===== config.mk =====
export PLATFORM = sky130hd
export DESIGN_NAME = r2b_back
export DESIGN_NICKNAME = d
export VERILOG_FILES = /design/src/rtl/r2b_pkg.sv /design/src/rtl/r2b_back.sv
export SDC_FILE = /design/constraint.sdc
export NUM_CORES = 1
export LEC_CHECK = 0
export BUFFER_PORTS_ARGS = -buffer_cell sky130_fd_sc_hd__buf_2
export CAP_MARGIN = 15
export CORE_MARGIN = 2
export CORE_UTILIZATION = 34
export DETAILED_ROUTE_END_ITERATION = 7
export GPL_TIMING_DRIVEN = 0
export SYNTH_ARGS = -nofsm -noshare
export SYNTH_HDL_FRONTEND = slang
export SYNTH_SLANG_ARGS = --single-unit

===== constraint.sdc =====
create_clock -name i_clk -period 4.27 [get_ports i_clk]
set_input_delay 0.854 -clock i_clk [delete_from_list [all_inputs] [get_ports i_clk]]
set_output_delay 0.854 -clock i_clk [all_outputs]
set_load 0.01 [all_outputs]

===== src/rtl/r2b_pkg.sv =====
// ----------------------------------------------------------------------------
// r2b_pkg
// Shared types and constants for the raster to 8x8 block splitter.
// ----------------------------------------------------------------------------
package r2b_pkg;

    // configuration port
    localparam int CFG_IDX_W  = 2;
    localparam int CFG_DATA_W = 13;
    localparam int IMG_W_BITS = 11;
    localparam int IMG_H_BITS = 13;

    localparam logic [CFG_IDX_W-1:0] REG_IMAGE_WIDTH  = CFG_IDX_W'(0);
    localparam logic [CFG_IDX_W-1:0] REG_IMAGE_HEIGHT = CFG_IDX_W'(1);

    localparam int RESET_SIZE = 64;
    localparam int MIN_SIZE   = 4;

    // grey = (sum * 683) >> 11, exact for sums below 2048
    localparam logic [20:0] DIV3_RECIP = 21'd683;
    localparam int          DIV3_SHIFT = 11;

    // block column index, wide enough for the largest supported row width
    localparam int COL_BLK_W = 10;

    // queue depths
    localparam int DESC_DEPTH = 4;
    localparam int OUT_DEPTH  = 4;
    localparam int OUT_CNT_W  = $clog2(OUT_DEPTH + 1);

    typedef struct packed {
        logic [7:0] red;
        logic [7:0] green;
        logic [7:0] blue;
    } t_pixel;

    typedef struct packed {
        logic [7:0] grey;
        logic       block_last;
        logic       frame_last;
    } t_block_pixel;

    // one finished block waiting for readout
    typedef struct packed {
        logic [COL_BLK_W-1:0] col_blk;   // block column (bx / 8)
        logic                 row_half;  // which half of the line store
        logic [3:0]           rows_used; // real rows in block, 1..8
        logic [3:0]           cols_used; // real columns in block, 1..8
        logic                 frame_end;
    } t_block_desc;

    typedef enum logic {
        BK_IDLE,
        BK_RUN
    } t_back_state;

endpackage


===== src/rtl/r2b_back.sv =====
// ----------------------------------------------------------------------------
// r2b_back
// Block readout: walks 64 mirrored store addresses per queued block.
// ----------------------------------------------------------------------------
module r2b_back import r2b_pkg::*; #(
    parameter int  MAX_WIDTH = 1024,
    localparam int CW        = $clog2(MAX_WIDTH),
    localparam int ADDR_W    = 4 + CW
) (
    input  logic                 i_clk,
    input  logic                 i_rst_n,
    input  logic                 i_desc_empty,
    input  t_block_desc          i_desc,
    output logic                 o_desc_pop,
    output logic                 o_busy,
    output logic                 o_rd_en,
    output logic [ADDR_W-1:0]    o_rd_addr,
    input  logic [7:0]           i_rd_data,
    output logic                 o_out_push,
    output t_block_pixel         o_out_data,
    input  logic [OUT_CNT_W-1:0] i_out_count
);

    // offset within the block after edge mirroring; may point above/left
    function automatic logic signed [4:0] mirror_off(input logic [2:0] idx,
                                                     input logic [3:0] used);
        logic signed [4:0] res;
        if ({1'b0, idx} < used) begin
            res = $signed({2'b00, idx});
        end else begin
            res = $signed({used, 1'b0}) - $signed({2'b00, idx}) - 5'sd1;
        end
        return res;
    endfunction

    t_back_state       r_state, n_state;
    t_block_desc       r_desc;
    logic [5:0]        r_idx;
    logic              r_pend, r_pend_last, r_pend_frame;
    logic              issue, credit_ok, last_idx;
    logic signed [4:0] row_off, col_off;
    logic [3:0]        store_row;
    logic [CW-1:0]     col_base, store_col;

    // room for the read in flight plus the new one
    assign credit_ok = (i_out_count + OUT_CNT_W'(r_pend)) < OUT_CNT_W'(OUT_DEPTH);
    assign last_idx  = &r_idx;

    always_comb begin
        n_state = r_state;
        unique case (r_state)
            BK_IDLE: begin
                if (!i_desc_empty) begin
                    n_state = BK_RUN;
                end
            end
            BK_RUN: begin
                if (issue && last_idx) begin
                    n_state = BK_IDLE;
                end
            end
            default: begin
                n_state = BK_IDLE;
            end
        endcase
    end

    always_comb begin
        o_desc_pop = 1'b0;
        issue      = 1'b0;
        o_busy     = 1'b0;
        unique case (r_state)
            BK_IDLE: begin
                o_desc_pop = !i_desc_empty;
            end
            BK_RUN: begin
                issue  = credit_ok;
                o_busy = 1'b1;
            end
            default: begin
            end
        endcase
    end

    assign row_off   = mirror_off(r_idx[5:3], r_desc.rows_used);
    assign col_off   = mirror_off(r_idx[2:0], r_desc.cols_used);
    assign store_row = {r_desc.row_half, 3'b000} + 4'(row_off);
    assign col_base  = CW'({r_desc.col_blk, 3'b000});
    assign store_col = col_base + CW'(col_off);

    assign o_rd_en   = issue;
    assign o_rd_addr = {store_row, store_col};

    assign o_out_push            = r_pend;
    assign o_out_data.grey       = i_rd_data;
    assign o_out_data.block_last = r_pend_last;
    assign o_out_data.frame_last = r_pend_frame;

    always_ff @(posedge i_clk) begin
        if (!i_rst_n) begin
            r_state <= BK_IDLE;
            r_idx   <= '0;
            r_pend  <= 1'b0;
        end else begin
            r_state <= n_state;
            r_pend  <= issue;
            if (o_desc_pop) begin
                r_idx <= '0;
            end else if (issue) begin
                r_idx <= r_idx + 6'd1;
            end
        end
    end

    always_ff @(posedge i_clk) begin
        if (o_desc_pop) begin
            r_desc <= i_desc;
        end
        r_pend_last  <= last_idx;
        r_pend_frame <= last_idx && r_desc.frame_end;
    end

endmodule


Yosys cells after proc, flatten, opt, wreduce, memory -nomap -nowiden. Cells that the tools add are included.

Flip-flop bits (word level): 27. Word-level logic and storage cells: 36. Bits of input ports: 34.

Multiplexer cells: 8. $lt $le $gt $ge: 3. Bitwise operators: 2. Reductions and logical operators: 5. Add/subtract/negate cells: 8.

Operators with widths (number): adder 10 bit (1); < comparator 3 x 4 -> 1 bit (2); adder 6 x 1 -> 6 bit (second input constant) (1); AND reduction 6 bit (1); 2-to-1 mux 1 bit (5); 2-to-1 mux 5 bit (1); subtractor 5 x 2 -> 5 bit (second input constant) (1); subtractor 5 x 4 -> 5 bit (1); adder 4 bit (1); 2-to-1 mux 4 bit (1); subtractor 4 x 2 -> 4 bit (second input constant) (1); subtractor 4 bit (1); adder 3 x 1 -> 3 bit (1); < comparator 3 bit (second input constant) (1); logical AND 1 bit (2); inverter 1 bit (2); case mux 1 bit (2 select lines) (1); OR reduction 2 bit (1); zero test 1 bit (1).

Longest topological paths before layout.
Word-level depth: 6. Mapped depth: 11. Gate-level depth less buffers: 11.

Worst setup path before layout. Ideal clock, no wire load.

Path type: register to output. Start: register r_idx[2]. End: output o_rd_addr[9]. Stages on the path, launching flop included: 10. Data arrival time: 2.821 ns. Path buffers: 0. Setup slack: 0.595 ns. Required time: 3.416 ns. Path through: dfxtp_1 inv_1 ha_1 a2111oi_1 nand2_1 xnor2_1 ha_1 or4_4 or3_4 o311ai_2.

Cells in the longest elaborated chain, start to end: 4.

RTL lines: from (decl) (RTL line r2b_back.sv:38) `logic [5:0] r_idx;`; from (signal assigned) (RTL line r2b_back.sv:110) `r_idx <= r_idx + 6'd1;`; subtractor 5 x 4 -> 5 bit (RTL line r2b_back.sv:31) `res = $signed({used, 1'b0}) - $signed({2'b00, idx}) - 5'sd1;`; subtractor 5 x 2 -> 5 bit (RTL line r2b_back.sv:31); 2-to-1 mux 5 bit * (RTL line r2b_back.sv:28) `if ({1'b0, idx} < used) begin`; adder 10 bit * (RTL line r2b_back.sv:89) `assign store_col = col_base + CW'(col_off);`; to (decl) (RTL line r2b_back.sv:17) `output logic [ADDR_W-1:0] o_rd_addr,`.

Every way passes the cells marked *; elsewhere a longest branch is shown, timed or not.

Worst setup path in the final report.
Start: register r_idx[1]. End: output o_rd_addr[9].

Same word-level chain as after synthesis.

==> results.yml <==
cts:
  h-tree-depth: 1
  clkSinkCount: 27
  cts-root-buf: "clkbuf_8"
  cts_tree: "yes"
  clk_pin_slew_ns: 0.09
  ctsHoldBuffers: 0
  cts_buffers: 3
  clk_path_buf_depth: 2
  insertion_delay_ns: 0.27
global_routing:
  met2_usage_pct: 21.2
  use_met1_pct: 16.7
  overflow: 0
  top_usage_layer: "met2"
  use_met3_pct: 2.07
  antenna_found_initial: 0
  grt_pass1_wl_um: 5380
  grt_max_degree: 21
  grt_usage_pct: 12.6
  grt_pass1_vias: 1274
critical_path:
  crit_family: "adder cells"
  r2r_start: "r_state$_SDFF_PN0_"
  r2r_slack_ns: 2.66
  worstPathArrival_ns: 3.18
  slowest_stage: "or4_4"
  regToRegEndpoint: "r_idx[5]$_SDFFE_PP0P_"
  cp.depth: 11
  reg2reg_depth: 4
  cp_slowest_stage_delay_ns: 0.44
  critPathKind: "reg -> out"
  endpoint: "o_rd_addr[9]"
  cp_cell_sequence: "inv_1, ha_1, fa_1, xor2_1, nor3_1, ha_1, ha_1, or4_4, or3_4, o311ai_2, buf_2"
  cp-startpoint: "r_idx[1]$_SDFFE_PP0P_"
  cp_max_fo: 6
  critPathMostFrequentCell: "ha_1"
  end_kind: "output pin"
  required_ns: 3.42
  crit_buf_inv: 2
  cp-start-kind: "flip-flop"
detailed_routing:
  vias: 1312
  viasPerCell: 4.97
  drt-total-wl_um: 3240
  final_antenna_net_count: 0
  wl_per_cell_um: 12.3
  drtIter0Drc: 17
  dr.pass1.iters: 4
  drcViolationCount: 0
hold_path:
  hp-class: "reg -> reg"
floorplan:
  start_util_pct: 34.8
  rows: 25
  fp.dieH_um: 73.1
  die-area_um2: 5350
  die_width_um: 73.1
  ios: 62
  core_area_um2: 4660
synth:
  ys_types: 38
  syn-cell-area_um2: 1620
  yosysSeqAreaShare_pct: 43.8
  ys_ff_latch: 27
  yosysWarnings: 0
  synth_nets: 201
  async_flop_share_pct: 0
  synth_area_leaders: "edfxtp_1, dfxtp_1, ha_1"
  synthFlopType: "edfxtp_1"
  synth_top_area_cell: "edfxtp_1"
  synth_top_cell_area_share_pct: 31.4
  syn_inst: 155
  synth_area_per_cell_um2: 10.5
  synth_edf_count: 17
sta:
  finalSetupTns_ns: 0
  period_needed_ns: 4.03
  tightest_slew_ns: 0.943
  maxSlewHeadroom_pct: 37.1
  setup_viol: 0
  hold_violations: 0
  finalClockSkew_ns: 0.00340
  fin_crit_sh_pct: 94.4
  rsz0062_at_grt: "no"
  timing.fmax_mhz: 248
  maxSlewViolCount: 0
cells_and_area:
  final_util_pct: 43.3
  final_area_um2: 2020
  final_common_cell: "buf_2"
  n_antenna_cell: 0
  nets: 257
  layout_common_cells: "buf_2, edfxtp_1, buf_4"
  syn2layout_area_growth_pct: 24.2
  drive_gt1_share_pct: 36.7
  instances_no_fill: 264
power:
  pwr-share-comb_pct: 16.1
  pwr_density_cell_nw_per_um2: 262
  p_int_w: 0.000399
  power.ir.vdd_worst_mv: 0.159
  p_sw_share_pct: 24.5
  leakagePower_nw: 0.843
  pwr-share-seq_pct: 57.5
  power.switching_w: 0.000130
  total_power_w: 0.000529
  power_frac_clock_pct: 26.4
flow_run:
  cap_violations: 0
run_status:
  status: "completed"
placed_design:
  port_buffers: 50
  post_dp_cell_area_um2: 1940
  dp_cells: 259
  place_congestion: 0.781
  place_hpwl_um: 2550
area by class of cell:
cell class,count,area (um^2)
Buffer,12,82.6
Clock buffer,4,45.0
Fill cell,452,2640
Inverter,10,37.5
Multi-Input combinational cell,106,813
Sequential cell,27,713
Tap cell,54,67.6
Timing Repair Buffer,51,258
worst min-delay path by stage:
stage,from,endpoint,depth (start not counted)
detailed placement,r_desc[0]$_DFFE_PP_,r_pend_frame$_DFF_P_,1
global placement,r_desc[0]$_DFFE_PP_,r_pend_frame$_DFF_P_,1
CTS,r_desc[0]$_DFFE_PP_,r_pend_frame$_DFF_P_,1
global route,r_desc[0]$_DFFE_PP_,r_pend_frame$_DFF_P_,1
floorplan,r_desc[0]$_DFFE_PP_,r_pend_frame$_DFF_P_,1
finish,r_desc[0]$_DFFE_PP_,r_pend_frame$_DFF_P_,1
metal layers:
layer  routed length [um]  vias to the layer above
met1                 1540                      598
met3                  130                        3
li1                     -                      679
met5                    0                        -
met2                 1550                       32
met4                   25                        0
power by group through the flow:
stage               Sequential (W)  Combinational, W  Clock [W]
floorplan                 0.000307         0.0000516          0
global placement          0.000309         0.0000821          0
detailed placement        0.000309         0.0000837          0
CTS                       0.000303         0.0000844   0.000146
global route              0.000306         0.0000958   0.000157
finish                    0.000304         0.0000850   0.000140
flip-flops by register name, indices dropped and copies added (netlist names):
signal	flops
r_pend_frame	1
r_pend_last	1
col_base	7
r_idx	6
r_state	1
o_out_push	1
r_desc	10
cell families (layout without fill, tap and decap cells):
logic type / Yosys count / in the layout / share of synthesized area, %
simple gates: 51 / 51 / 17.6
mux: 5 / 5 / 3.31
flops: 27 / 27 / 43.8
buf+inv: 22 / 77 / 7.40
xor+xnor: 8 / 8 / 4.31
compound gates: 30 / 30 / 13.5
fa+ha+maj: 12 / 12 / 10.2
synthesized netlist by cell type, types with 6 or more instances:
cell type	count
edfxtp_1	17
buf_4	10
dfxtp_1	10
ha_1	10
inv_1	10
nand2_1	8
o21ai_0	8
nand4_1	7
nor2_1	7
a21oi_1	6
or3_1	6
what timing repair did:
| item | in CTS | in global routing |
|---|---|---|
| setup buffers | 1 | 0 |
| hold endpoints to repair | 0 | 0 |
| pin swaps | 1 | 0 |
| endpoints found under the setup margin | 1 | 2 |
| resized for setup | 0 | 4 |
through the flow:
stage | worst slack [ns] | hold slack [ns]
floorplan | 0.595 | 0.420
global placement | 0.158 | 0.432
detailed placement | 0.155 | 0.433
CTS | 0.00577 | 0.454
global route | 0.0684 | 0.470
finish | 0.238 | 0.447
Note: power is estimated with default switching activity, not from simulation.
