--- src/rtl/r2b_fifo.sv ---
// ----------------------------------------------------------------------------
// r2b_fifo
// Small register queue with occupancy count.
// ----------------------------------------------------------------------------
module r2b_fifo #(
    parameter type T         = logic,
    parameter int  DEPTH     = 4,
    localparam int PW        = (DEPTH > 1) ? $clog2(DEPTH) : 1,
    localparam int CNTW      = $clog2(DEPTH + 1)
) (
    input  logic            i_clk,
    input  logic            i_rst_n,
    input  logic            i_push,
    input  T                i_data,
    output logic            o_full,
    input  logic            i_pop,
    output T                o_data,
    output logic            o_empty,
    output logic [CNTW-1:0] o_count
);

    T                r_mem [DEPTH];
    logic [PW-1:0]   r_wr_ptr, n_wr_ptr;
    logic [PW-1:0]   r_rd_ptr, n_rd_ptr;
    logic [CNTW-1:0] r_count, n_count;
    logic            do_push, do_pop;

    assign o_full  = (r_count == CNTW'(DEPTH));
    assign o_empty = (r_count == '0);
    assign o_count = r_count;
    assign o_data  = r_mem[r_rd_ptr];

    assign do_push = i_push && !o_full;
    assign do_pop  = i_pop && !o_empty;

    always_comb begin
        n_wr_ptr = r_wr_ptr;
        n_rd_ptr = r_rd_ptr;
        n_count  = r_count;
        if (do_push) begin
            n_wr_ptr = (r_wr_ptr == PW'(DEPTH - 1)) ? '0 : r_wr_ptr + PW'(1);
        end
        if (do_pop) begin
            n_rd_ptr = (r_rd_ptr == PW'(DEPTH - 1)) ? '0 : r_rd_ptr + PW'(1);
        end
        if (do_push && !do_pop) begin
            n_count = r_count + CNTW'(1);
        end else if (do_pop && !do_push) begin
            n_count = r_count - CNTW'(1);
        end
    end

    always_ff @(posedge i_clk) begin
        if (!i_rst_n) begin
            r_wr_ptr <= '0;
            r_rd_ptr <= '0;
            r_count  <= '0;
        end else begin
            r_wr_ptr <= n_wr_ptr;
            r_rd_ptr <= n_rd_ptr;
            r_count  <= n_count;
        end
    end

    always_ff @(posedge i_clk) begin
        if (do_push) begin
            r_mem[r_wr_ptr] <= i_data;
        end
    end

endmodule

--- config.mk ---
export PLATFORM = sky130hd
export DESIGN_NAME = r2b_fifo
export DESIGN_NICKNAME = d
export VERILOG_FILES = /design/src/rtl/r2b_fifo.sv
export SDC_FILE = /design/constraint.sdc
export NUM_CORES = 1
export LEC_CHECK = 0
export ABC_AREA = 1
export BUFFER_PORTS_ARGS = -buffer_cell sky130_fd_sc_hd__buf_2
export CAP_MARGIN = 30
export CORE_MARGIN = 2
export CORE_UTILIZATION = 25
export DETAILED_ROUTE_END_ITERATION = 10
export PLACE_DENSITY = 0.41
export SYNTH_ARGS = -nofsm -noshare
export SYNTH_HDL_FRONTEND = slang
export SYNTH_SLANG_ARGS = --single-unit
--- constraint.sdc ---
create_clock -name i_clk -period 2.41 [get_ports i_clk]
set_input_delay 0.3615 -clock i_clk [delete_from_list [all_inputs] [get_ports i_clk]]
set_output_delay 0.3615 -clock i_clk [all_outputs]
set_load 0.05 [all_outputs]
# After elaboration in Yosys (flattened, before gate mapping)

Memories as Yosys holds them, arrays and structs flattened. A register that Yosys moved wholly into a read port is not among the register bits.
Cells that the tools add are included.

Equality and inequality tests: 3
Mux-type cells: 8
Reduce and logical (&&, ||, !) cells: 10
Add/subtract/negate cells: 4

Operator list:

| operator            | count |
|---|---|
| $mux 2              | 4 |
| $mux 3              | 2 |
| $add 2x1->2 const B | 2 |
| $eq 2x2->1 const B  | 2 |
| $logic_and 1x1->1   | 4 |
| $logic_not 1->1     | 4 |
| $add 3x1->3 const B | 1 |
| $eq 3x3->1 const B  | 1 |
| $logic_not 3->1     | 1 |
| $sub 3x1->3 const B | 1 |
| $mux 1              | 2 |
| $reduce_bool 2->1   | 1 |

Word-level logic and storage cells: 29
Register bits: 7
Bits in writable memories: 4
Memories: 1
Output and inout port bits: 6

Memory list:

| memory | words | bits a word | rd ports | clocked after Yosys merged registers in | wr ports | line | source |
|---|---|---|---|---|---|---|---|
| r_mem  | 4     | 1           | 1        | 1                                       | 1        | 22   | `T r_mem [DEPTH];` |

# Depth between registers and ports, before layout

Gate-level depths: netlist of the first run.

Word-level depth: 7
Gate-level depth with buffers: 13
Gate-level depth less buffers: 13

# Worst setup path after synthesis of the first run

OpenSTA, ideal clock, no wires.

Kind: reg2reg
Start point: reg r_count[0], in the netlist o_count[0]
End point: reg r_count[2], in the netlist o_count[2]
Path slack: 324 ps
Stages on the path, launching flop included: 14
Period minus slack after synthesis: 2,086 ps
Buffers on the path: 0
Arrival time: 1,976 ps
Path through: dfxtp_1 -> nor2_2 -> nand2_2 -> nand2_1 -> inv_1 -> ha_1 -> inv_1 -> fa_1 -> inv_1 -> nand2_1 -> nand3_1 -> nand2_1 -> inv_1 -> nor2_1

Word-level cells in the longest chain between the ends: 6
Elaborated cells on any way between the ends: 15
Those cells by class: add/sub (2); eq/ne (1); mux (2); reduce/logical (10)

RTL lines:

| element                     | line | source |
|---|---|---|
| from (decl)                 | 25   | `logic [CNTW-1:0] r_count, n_count;` |
| from (signal assigned)      | 61   | `r_count <= n_count;` |
| $eq 3x3->1 (*)              | 28   | `assign o_full = (r_count == CNTW'(DEPTH));` |
| $logic_not 1->1 (*)         | 33   | `assign do_push = i_push && !o_full;` |
| $logic_and 1x1->1 (*)       | 33   |  |
| named net do_push           | 26   | `logic do_push, do_pop;` |
| $logic_not 1->1             | 48   | `end else if (do_pop && !do_push) begin` |
| $logic_and 1x1->1           | 48   |  |
| $reduce_bool 2->1 (no line) | -    |  |

The timed path passes the listed nets; every way through them passes the cells marked *. The select of a mux whose other input is x is not followed.
A chain may end at the register's enable or synchronous reset.

# Final worst setup path of the first run

Start point: reg r_count[0], in the netlist o_count[0]
End point: reg r_count[1], in the netlist o_count[1]

Elaborated cells on any way between the ends: 15
Those cells by class: add/sub (2); eq/ne (1); mux (2); reduce/logical (10)

RTL lines:

| element              | line | source |
|---|---|---|
| $eq 3x3->1           | 28   |  |
| $logic_not 1->1      | 33   |  |
| $logic_and 1x1->1    | 33   |  |
| named net do_push    | 26   |  |
| $logic_and 1x1->1    | 46   | `if (do_push && !do_pop) begin` |
| $mux 3               | 46   |  |
| named net n_count[1] | 25   |  |

The timed path passes the listed nets, and every way through them passes these cells. The select of a mux whose other input is x is not followed.

==> results of run 1 <==
[cell usage after synthesis]
cell type / instances / area (um^2)
dfxtp_1: 9 / 180
edfxtp_1: 4 / 120
nand2_1: 11 / 41.3
nor2_1: 16 / 60.1
fa_1: 1 / 20.0
inv_1: 16 / 60.1
nand2_2: 3 / 18.8
nand3b_2: 1 / 11.3
ha_1: 6 / 75.1
nor2_2: 1 / 6.26
nand3b_1: 1 / 7.51
o21ai_0: 5 / 25.0
nand3_1: 2 / 10.0
a21oi_1: 4 / 20.0
nand4_1: 1 / 6.26
[metrics by stage]
step           cells  setup WS, ns
2_1_floorplan     81         0.324
3_3_place_gp     121         0.495
3_5_place_dp     121         0.487
4_1_cts          125         0.476
5_1_grt          125         0.315
6_report         125         0.507
[final timing paths]
check                                 start          end  slack, ns  cells past startpoint
worst max register to register   o_count[0]   o_count[1]       0.51                      9
worst min-delay path                 i_data     r_mem[3]       0.31                      1
worst min register to register  r_rd_ptr[1]  r_rd_ptr[1]       0.54                      2
worst max-delay path             o_count[0]   o_count[1]       0.51                      9
[cell type report]
type	count	area, um^2	share of cell area [%]
Inverter	16	60.1	7.73
Sequential cell	13	300	38.6
Multi-Input combinational cell	52	302	38.8
Clock inverter	1	5.00	0.644
Clock buffer	3	22.5	2.90
Tap cell	30	37.5	4.83
Timing Repair Buffer	10	50.0	6.44
[metal layers]
metal / track usage [%] / routed length (um) / up-vias
li1: - / - / 277
met1: 11.1 / 566 / 209
met2: 10.4 / 416 / 9
met3: 3.04 / 50 / 4
met4: 4.18 / 24 / 0
met5: 0 / 0 / -
[power breakdown]
part	switching [mW]	total [mW]	internal, mW
Sequential	0.0556	0.344	0.288
Clock	0.0721	0.134	0.0614
Combinational	0.394	0.549	0.156
Total	0.521	1.03	0.505
[worst register-to-register path, cell delays in order, from the launching register on]
cell     delay, ns
dfxtp_1       0.37
nor2_2        0.17
nand2_2       0.11
nand2_1       0.16
inv_1         0.06
ha_1          0.21
inv_1         0.09
fa_1          0.40
o21ai_0       0.17
nor2_1        0.06
[cells by family after synthesis]
family / synth area share (%)
flops: 45.4
buf+inv: 9.07
simple gates: 24.4
fa+ha+maj: 14.4
compound gates: 6.80
==> flow_metrics.tcl, run 1 <==
set metrics [dict create \
    setup_viol_count_final 0 \
    cts_buffer_depth 2 \
    syn_area_um2 662 \
    cts_num_sinks 13 \
    viasPerCell 3.99 \
    ys_warn_count 0 \
    cts-root-buf "clkbuf_4" \
    powerDensity_mw_per_mm2 1320 \
    placed_area_um2 749 \
    period_minus_slack_ns 1.90 \
    fin_util_pct 31.1 \
    clk_pin_slew_ns 0.08 \
    dr.pass1.iters 3 \
    tightest_slew_ns 0.255 \
    grt_start_max_net_pins 9 \
    slowest_delay_ns 0.40 \
    grt_pass1_wl_um 1900 \
    ir_drop_mv 0.552 \
    portBuffers 10 \
    drv_cap 0 \
    avgSynthCellArea_um2 8.17 \
    vias 499 \
    grt_overflow 0 \
    antenna_cells 0 \
    syn_inst 81 \
    start_util_pct 26.5 \
    htree_num_levels 1 \
    cp-end-kind "flop" \
    cts_buffers 3 \
    design_area_um2 777 \
    finClkSkew_ns 0.00147 \
    grt_pass1_vias 446 \
    cp_data_required_time_ns 2.58 \
    ant_nets 0 \
    outcome "completed" \
    slew_headroom_pct 83.1 \
    path_common_cell "inv_1" \
    boundaryPins 11 \
    cts_tree "built" \
    max_freq_ghz 0.526 \
    initialDrtViolationCount 7 \
    dieArea_mm2 0.00308 \
    routedWlPerCell_um 8.46 \
    crit_path_start_kind "flop" \
    dp_hpwl_um 851 \
    coreArea_mm2 0.00250 \
    layout_common_cells "inv_1, nor2_1, nand2_1" \
    yosysSeqAreaShare_pct 45.4 \
    hold_buffers 0 \
    finalCritPeriodShare_pct 78.9 \
    track_usage_pct 7.96 \
    die_w_um 55.5 \
    cp_data_arrival_time_ns 2.07 \
    hold_viol 0 \
    cts_setup_buffers 0 \
    gp_congestion 0.746 \
    fin_setup_tns_ns 0 \
    nets 108 \
    critical-path-top-delay-family "adder cells" \
    synth_seq_cells 13 \
    layout-drive-gt1-share_pct 20.0 \
    antenna_found_initial 0 \
    fillCellCount 272 \
    slowest_stage "fa_1" \
    critPathMaxFanout 6 \
    cts_resized 0 \
    clock_latency_ns 0.27 \
    path_buf_inv 2 \
    whs_ns 0.307 \
    worstPathCellList "nor2_2 > nand2_2 > nand2_1 > inv_1 > ha_1 > inv_1 > fa_1 > o21ai_0 > nor2_1" \
    routed_wl_um 1060 \
    hold_class "input port to flop" \
    power_mw 1.03 \
    slew_violations 0 \
    route.detailed.drc 0 \
    die_y_um 55.5 \
    areaGrowthSynthToFinish_pct 17.4 \
    synth_nets 93 \
    row_count 18 \
    crit_type "flop to flop" \
    p_leak_nw 0.391 \
    rsz0062_at_grt "no" \
    synth.distinct_cells 15 \
]
(Power assumes the default switching activity.)
==> run 2, diff against run 1 <==
--- a/config.mk
+++ b/config.mk
@@ -5,7 +5,7 @@
 export SDC_FILE = /design/constraint.sdc
 export NUM_CORES = 1
 export LEC_CHECK = 0
-export ABC_AREA = 1
+export ABC_AREA = 0
 export BUFFER_PORTS_ARGS = -buffer_cell sky130_fd_sc_hd__buf_2
 export CAP_MARGIN = 30
 export CORE_MARGIN = 2
==> constraint.sdc (replaced) <==
create_clock -name i_clk -period 1.8 [get_ports i_clk]
set_input_delay 0.27 -clock i_clk [delete_from_list [all_inputs] [get_ports i_clk]]
set_output_delay 0.27 -clock i_clk [all_outputs]
set_load 0.05 [all_outputs]
==> run 2 against run 1 <==
Compared with the run above: the flow now finishes with violations (negative setup slack); synthesized cell count is 31% lower; non-clock buffer count is 9 higher; global-route usage is 0.52 points higher; combinational power is 17% higher; setup slack worse by 0.58 ns; clock power is 31% higher; utilization is 3.6 points higher; first-iteration DRC count is 71% lower; critical path depth is 1 lower; sequential power is 33% higher; critical path type unchanged; highest routed layer unchanged.
==> flow_metrics.tcl, run 2 <==
set metrics [dict create \
    outcome "complete, but fails checks" \
    violations "negative setup slack" \
    routed_wl_um 976 \
    ys_warn_count 0 \
    nets 90 \
    synth_seq_cells 13 \
    yosys.area.top_type_share_pct 28.7 \
    design_area_um2 845 \
    period_minus_slack_ns 1.87 \
    slew_violations 0 \
    path_buf_inv 1 \
    routedWlPerCell_um 9.12 \
    worstPathCellList "nor3b_4 > nor2b_2 > ha_4 > inv_2 > fa_2 > xor2_1 > or3_1 > a21boi_1" \
    antenna_found_initial 0 \
    cts_num_sinks 13 \
    slowest_delay_ns 0.37 \
    finalCritPeriodShare_pct 104 \
    cts-root-buf "clkbuf_4" \
    grt_start_max_net_pins 12 \
    critical-path-top-delay-family "simple AND/OR/NAND/NOR gates" \
    route.detailed.drc 0 \
    antenna_cells 0 \
    vias 431 \
    tightest_slew_ns 0.248 \
    cts_buffer_depth 2 \
    rsz0062_at_grt "yes" \
    areaGrowthSynthToFinish_pct 34.5 \
    max_freq_ghz 0.535 \
    clock_latency_ns 0.27 \
    ir_drop_mv 0.671 \
    grt_pass1_wl_um 1640 \
    min-delay-start "i_data" \
    cp_data_arrival_time_ns 2.07 \
    fin_ws_ns -0.0683 \
    r2r_start "o_count[2]" \
    cp-end-kind "flop" \
    start_util_pct 25.8 \
    synthTopCellsByCount "dfxtp_1, ha_1, nand2_1, and2_1, edfxtp_1" \
    yosys.cell_count.top_type "dfxtp_1" \
    reg2reg_to "o_count[2]" \
    clk_pin_slew_ns 0.08 \
    track_usage_pct 8.48 \
    viasPerCell 4.03 \
    dp_hpwl_um 781 \
    synth.distinct_cells 22 \
    cp_data_required_time_ns 2.00 \
    hold_depth 1 \
    hold_class "input port to flop" \
    drv_cap 0 \
    initialDrtViolationCount 2 \
    die_y_um 54.1 \
    ys.flop_type "dfxtp_1" \
    grt_pass1_vias 395 \
    cts_tree "built" \
    synth_nets 68 \
    crit_type "flop to flop" \
    grt_overflow 0 \
    crit_start "o_count[2]" \
    slowest_stage "dfxtp_4" \
    final_common_cell "buf_2" \
    avgSynthCellArea_um2 11.2 \
    layout_common_cells "buf_2, buf_4, nand2_1, dfxtp_1" \
    placed_area_um2 800 \
    yosysSeqAreaShare_pct 47.8 \
    dieArea_mm2 0.00293 \
    cts_buffers 3 \
    worst-r2r-setup-slack_ns -0.07 \
    coreArea_mm2 0.00243 \
    die_w_um 54.1 \
    dr.pass1.iters 2 \
    ant_nets 0 \
    p_leak_nw 0.362 \
    hold_viol 0 \
    slew_headroom_pct 83.6 \
    fin_util_pct 34.7 \
    finClkSkew_ns 0.00441 \
    async_reset_ff_share_pct 0 \
    holdPathEnd "r_mem[1]" \
    portBuffers 10 \
    boundaryPins 11 \
    powerDensity_mw_per_mm2 1510 \
    syn_inst 56 \
    yosys.area.top_type "dfxtp_1" \
    htree_num_levels 1 \
    crit_path_start_kind "flop" \
    syn_area_um2 628 \
    setup_viol_count_final 1 \
    synth_edf_count 4 \
    reg2reg_depth 8 \
    gp_congestion 0.664 \
    critPathMaxFanout 5 \
    yosys-top-cells-area "dfxtp_1, edfxtp_1, ha_1" \
    layout-drive-gt1-share_pct 41.6 \
    row_count 18 \
]
[run 2: cell count changes after synthesis, moves of 2 or more]
cell and delta:
mux2i_1 +3, and2_1 +5, nor2b_1 +2, nand2_2 -3, nor2_1 -14, nand2_1 -5, inv_1 -13, o21ai_0 -2
a21oi_1 -4
[run 2: layout make-up]
| cell class | instances | area (um^2) |
|---|---|---|
| clock buffers | 4 | 26.3 |
| fillers | 260 | 1590 |
| inverters | 3 | 11.3 |
| multi-input cells | 38 | 340 |
| flip-flops and latches | 13 | 312 |
| well taps | 30 | 37.5 |
| repair buffers | 19 | 118 |
[run 2: kinds of logic (layout without fill, tap and decap cells)]
kind of cell,Yosys count,after routing,share of synthesized area [%]
simple gates,20,20,17.1
flops,13,13,47.8
fa+ha+maj,7,7,15.1
compound gates,5,5,5.58
buf+inv,5,26,3.19
mux,4,4,8.37
xor+xnor,2,2,2.79
[run 2: what timing repair did]
item | in CTS | in global routing
pin swaps | 3 | 3
setup buffers | 1 | 0
gates cloned | 0 | 0
hold buffers | 0 | 0
setup endpoints to repair | 1 | 1
resized for setup | 2 | 0
[run 2: how the worst max path moves through the flow]
stage                       to  slack (ns)  depth (start not counted)
finish              o_count[2]       -0.07                          8
global route        o_count[2]       -0.16                          8
CTS                 o_count[2]       -0.08                          8
detailed placement  o_count[2]       -0.16                          8
global placement    o_count[2]       -0.14                          8
floorplan           o_count[2]       -0.39                          9
[run 2: report_power, final]
| part | internal, mW | total (mW) | switching (mW) |
|---|---|---|---|
| sequential | 0.386 | 0.457 | 0.0714 |
| combinational | 0.277 | 0.641 | 0.364 |
| clock | 0.0857 | 0.175 | 0.0897 |
[run 2: metrics by stage]
stage | worst slack (ns) | TNS [ns] | cells | hold slack [ns] | total power, mW
finish | -0.0683 | -0.0683 | 107 | 0.220 | 1.27
global route | -0.158 | -0.158 | 107 | 0.215 | 1.37
CTS | -0.0818 | -0.0818 | 107 | 0.204 | 1.30
detailed placement | -0.156 | -0.156 | 102 | 0.495 | 1.09
global placement | -0.137 | -0.137 | 102 | 0.495 | 1.09
floorplan | -0.386 | -0.811 | 56 | 0.369 | 0.912
[run 2: routing by layer]
metal	GRT usage (%)	part of all wire, %	up-vias	routed length, um
met2	12.7	44	4	434
met5	0	0	-	0
met3	4.17	3.1	2	30
li1	-	-	233	-
met4	5.00	1.9	0	19
met1	9.69	50	192	492
==> run 3, diff against run 2 <==
--- a/config.mk
+++ b/config.mk
@@ -8,7 +8,7 @@
 export ABC_AREA = 0
 export BUFFER_PORTS_ARGS = -buffer_cell sky130_fd_sc_hd__buf_2
 export CAP_MARGIN = 30
-export CORE_MARGIN = 2
+export CORE_MARGIN = 4
 export CORE_UTILIZATION = 25
 export DETAILED_ROUTE_END_ITERATION = 10
 export PLACE_DENSITY = 0.41
==> run 3 against run 2 <==
Compared with the run above: the run still ends with negative setup slack left; die area up 15%; via count up 3.2%; flip-flop and latch count unchanged; combinational power up 3.3%; final cell count down 0.93%; first-iteration DRC count up 100%; sequential power about the same; design area up 1.2%; register-to-register slack better by 0.03 ns; sequential share of layout area down 0.43 points; critical path depth down 1; critical endpoint unchanged; highest routed layer unchanged.
==> flow_metrics.tcl, run 3 (synthesis results as in run 2) <==
set metrics [dict create \
    routed.top_layer "met4" \
    finalCritPeriodShare_pct 102 \
    dp.cells 100 \
    grt_overflow 0 \
    grt_pass1_wl_um 1990 \
    dr.pass1.iters 2 \
    coreArea_mm2 0.00230 \
    hold_class "input port to flop" \
    nets 91 \
    dieArea_mm2 0.00338 \
    row_count 17 \
    fin_ws_ns -0.0398 \
    reg2reg_depth 7 \
    wl_met2_um 524 \
    areaGrowthSynthToFinish_pct 36.1 \
    setup_viol_count_final 1 \
    cts_buffer_depth 2 \
    wl_met1_um 491 \
    cp_data_arrival_time_ns 2.05 \
    routed_wl_um 1080 \
    initialDrtViolationCount 4 \
    routedWlPerCell_um 10.2 \
    final_cells 106 \
    cts_tree "built" \
    power_mw 1.29 \
    max_freq_ghz 0.544 \
    cts-root-buf "clkbuf_4" \
    layout.area.seq_um2 312 \
    critPathMaxFanout 4 \
    start_util_pct 27.3 \
    cts_buffers 3 \
    slew_violations 0 \
    outcome "complete, but fails checks" \
    cp_data_required_time_ns 2.01 \
    fin_setup_tns_ns -0.0398 \
    placed_area_um2 797 \
    p_leak_nw 0.371 \
    finClkSkew_ns 0.00975 \
    tightest_slew_ns 0.242 \
    grt_start_max_net_pins 12 \
    design_area_um2 855 \
    crit_type "flop to flop" \
    cp-endpoint "o_count[2]" \
    rsz0062_at_grt "yes" \
    fin_util_pct 37.2 \
    pre_cts_ws_ns -0.174 \
    powerDensity_mw_per_mm2 1520 \
    fillCellCount 234 \
    grt_pass1_vias 465 \
    violations "negative setup slack" \
    viasPerCell 4.20 \
    multi_input_area_um2 345 \
    hold_viol 0 \
    crit_path_start_kind "flop" \
    ir_drop_mv 1.01 \
    htree_num_levels 1 \
    cts_num_sinks 13 \
    cp-end-kind "flop" \
    crit_start "o_count[0]" \
    antenna_found_initial 0 \
    reg2reg_to "o_count[2]" \
    portBuffers 10 \
    worst-r2r-setup-slack_ns -0.04 \
    vias 445 \
    gp_congestion 0.634 \
    slew_headroom_pct 83.8 \
    antenna_cells 0 \
    dp_hpwl_um 873 \
    boundaryPins 11 \
    route.detailed.drc 0 \
    r2r_start "o_count[0]" \
    clk_pin_slew_ns 0.08 \
    layout-drive-gt1-share_pct 42.3 \
    period_minus_slack_ns 1.84 \
    whs_ns 0.209 \
    ant_nets 0 \
    hold_buffers 0 \
    die_w_um 58.1 \
    clock_latency_ns 0.27 \
    dr_wl_met3_um 39 \
    layout_common_cells "buf_2, buf_4, nand2_1, dfxtp_1" \
    track_usage_pct 8.00 \
    drv_cap 0 \
    die_y_um 58.1 \
]
run 3: cell types whose count changed in the layout (fill, tap and decap cells not counted), sizes merged:
cell,previous run,this run
buf,19,20
run 3: routing by layer:
layer	up-vias	GRT usage [%]
li1	233	-
met1	204	9.18
met2	6	12.3
met3	2	4.01
met4	0	3.97
met5	-	0
run 3: worst min-delay path by stage:
stage / endpoint / start / depth (start not counted) / slack (ns)
floorplan: r_mem[0] / i_data / 0 / 0.37
global placement: r_mem[2] / i_data / 1 / 0.50
detailed placement: r_mem[2] / i_data / 1 / 0.49
CTS: r_mem[3] / i_data / 1 / 0.20
global route: r_mem[3] / i_data / 1 / 0.20
finish: r_mem[3] / i_data / 1 / 0.21
run 3: critical path, stage by stage, from the launching register on:
cell	delay (ns)
dfxtp_4	0.37
o31ai_4	0.29
ha_4	0.18
inv_2	0.03
fa_2	0.32
xor2_1	0.15
or3_1	0.30
a21boi_1	0.12
run 3: layout make-up:
| type | count | share of cell area, % |
|---|---|---|
| Timing Repair Buffer | 20 | 14.6 |
| Sequential cell | 13 | 36.5 |
| Multi-Input combinational cell | 38 | 40.4 |
| Inverter | 3 | 1.32 |
| Tap cell | 28 | 4.10 |
| Clock buffer | 4 | 3.07 |
run 3: what timing repair did:
action,in CTS,in global routing
gates cloned,0,0
pin swaps,4,2
endpoints found under the setup margin,1,1
buffers inserted,2,0
gates resized for setup,2,1
run 3: power breakdown:
group	leakage, nW	switching [mW]	total (mW)	internal (mW)
clock network	0.0150	0.0926	0.178	0.0858
registers	0.113	0.0691	0.455	0.386
logic	0.243	0.372	0.662	0.290
total	0.371	0.534	1.29	0.761
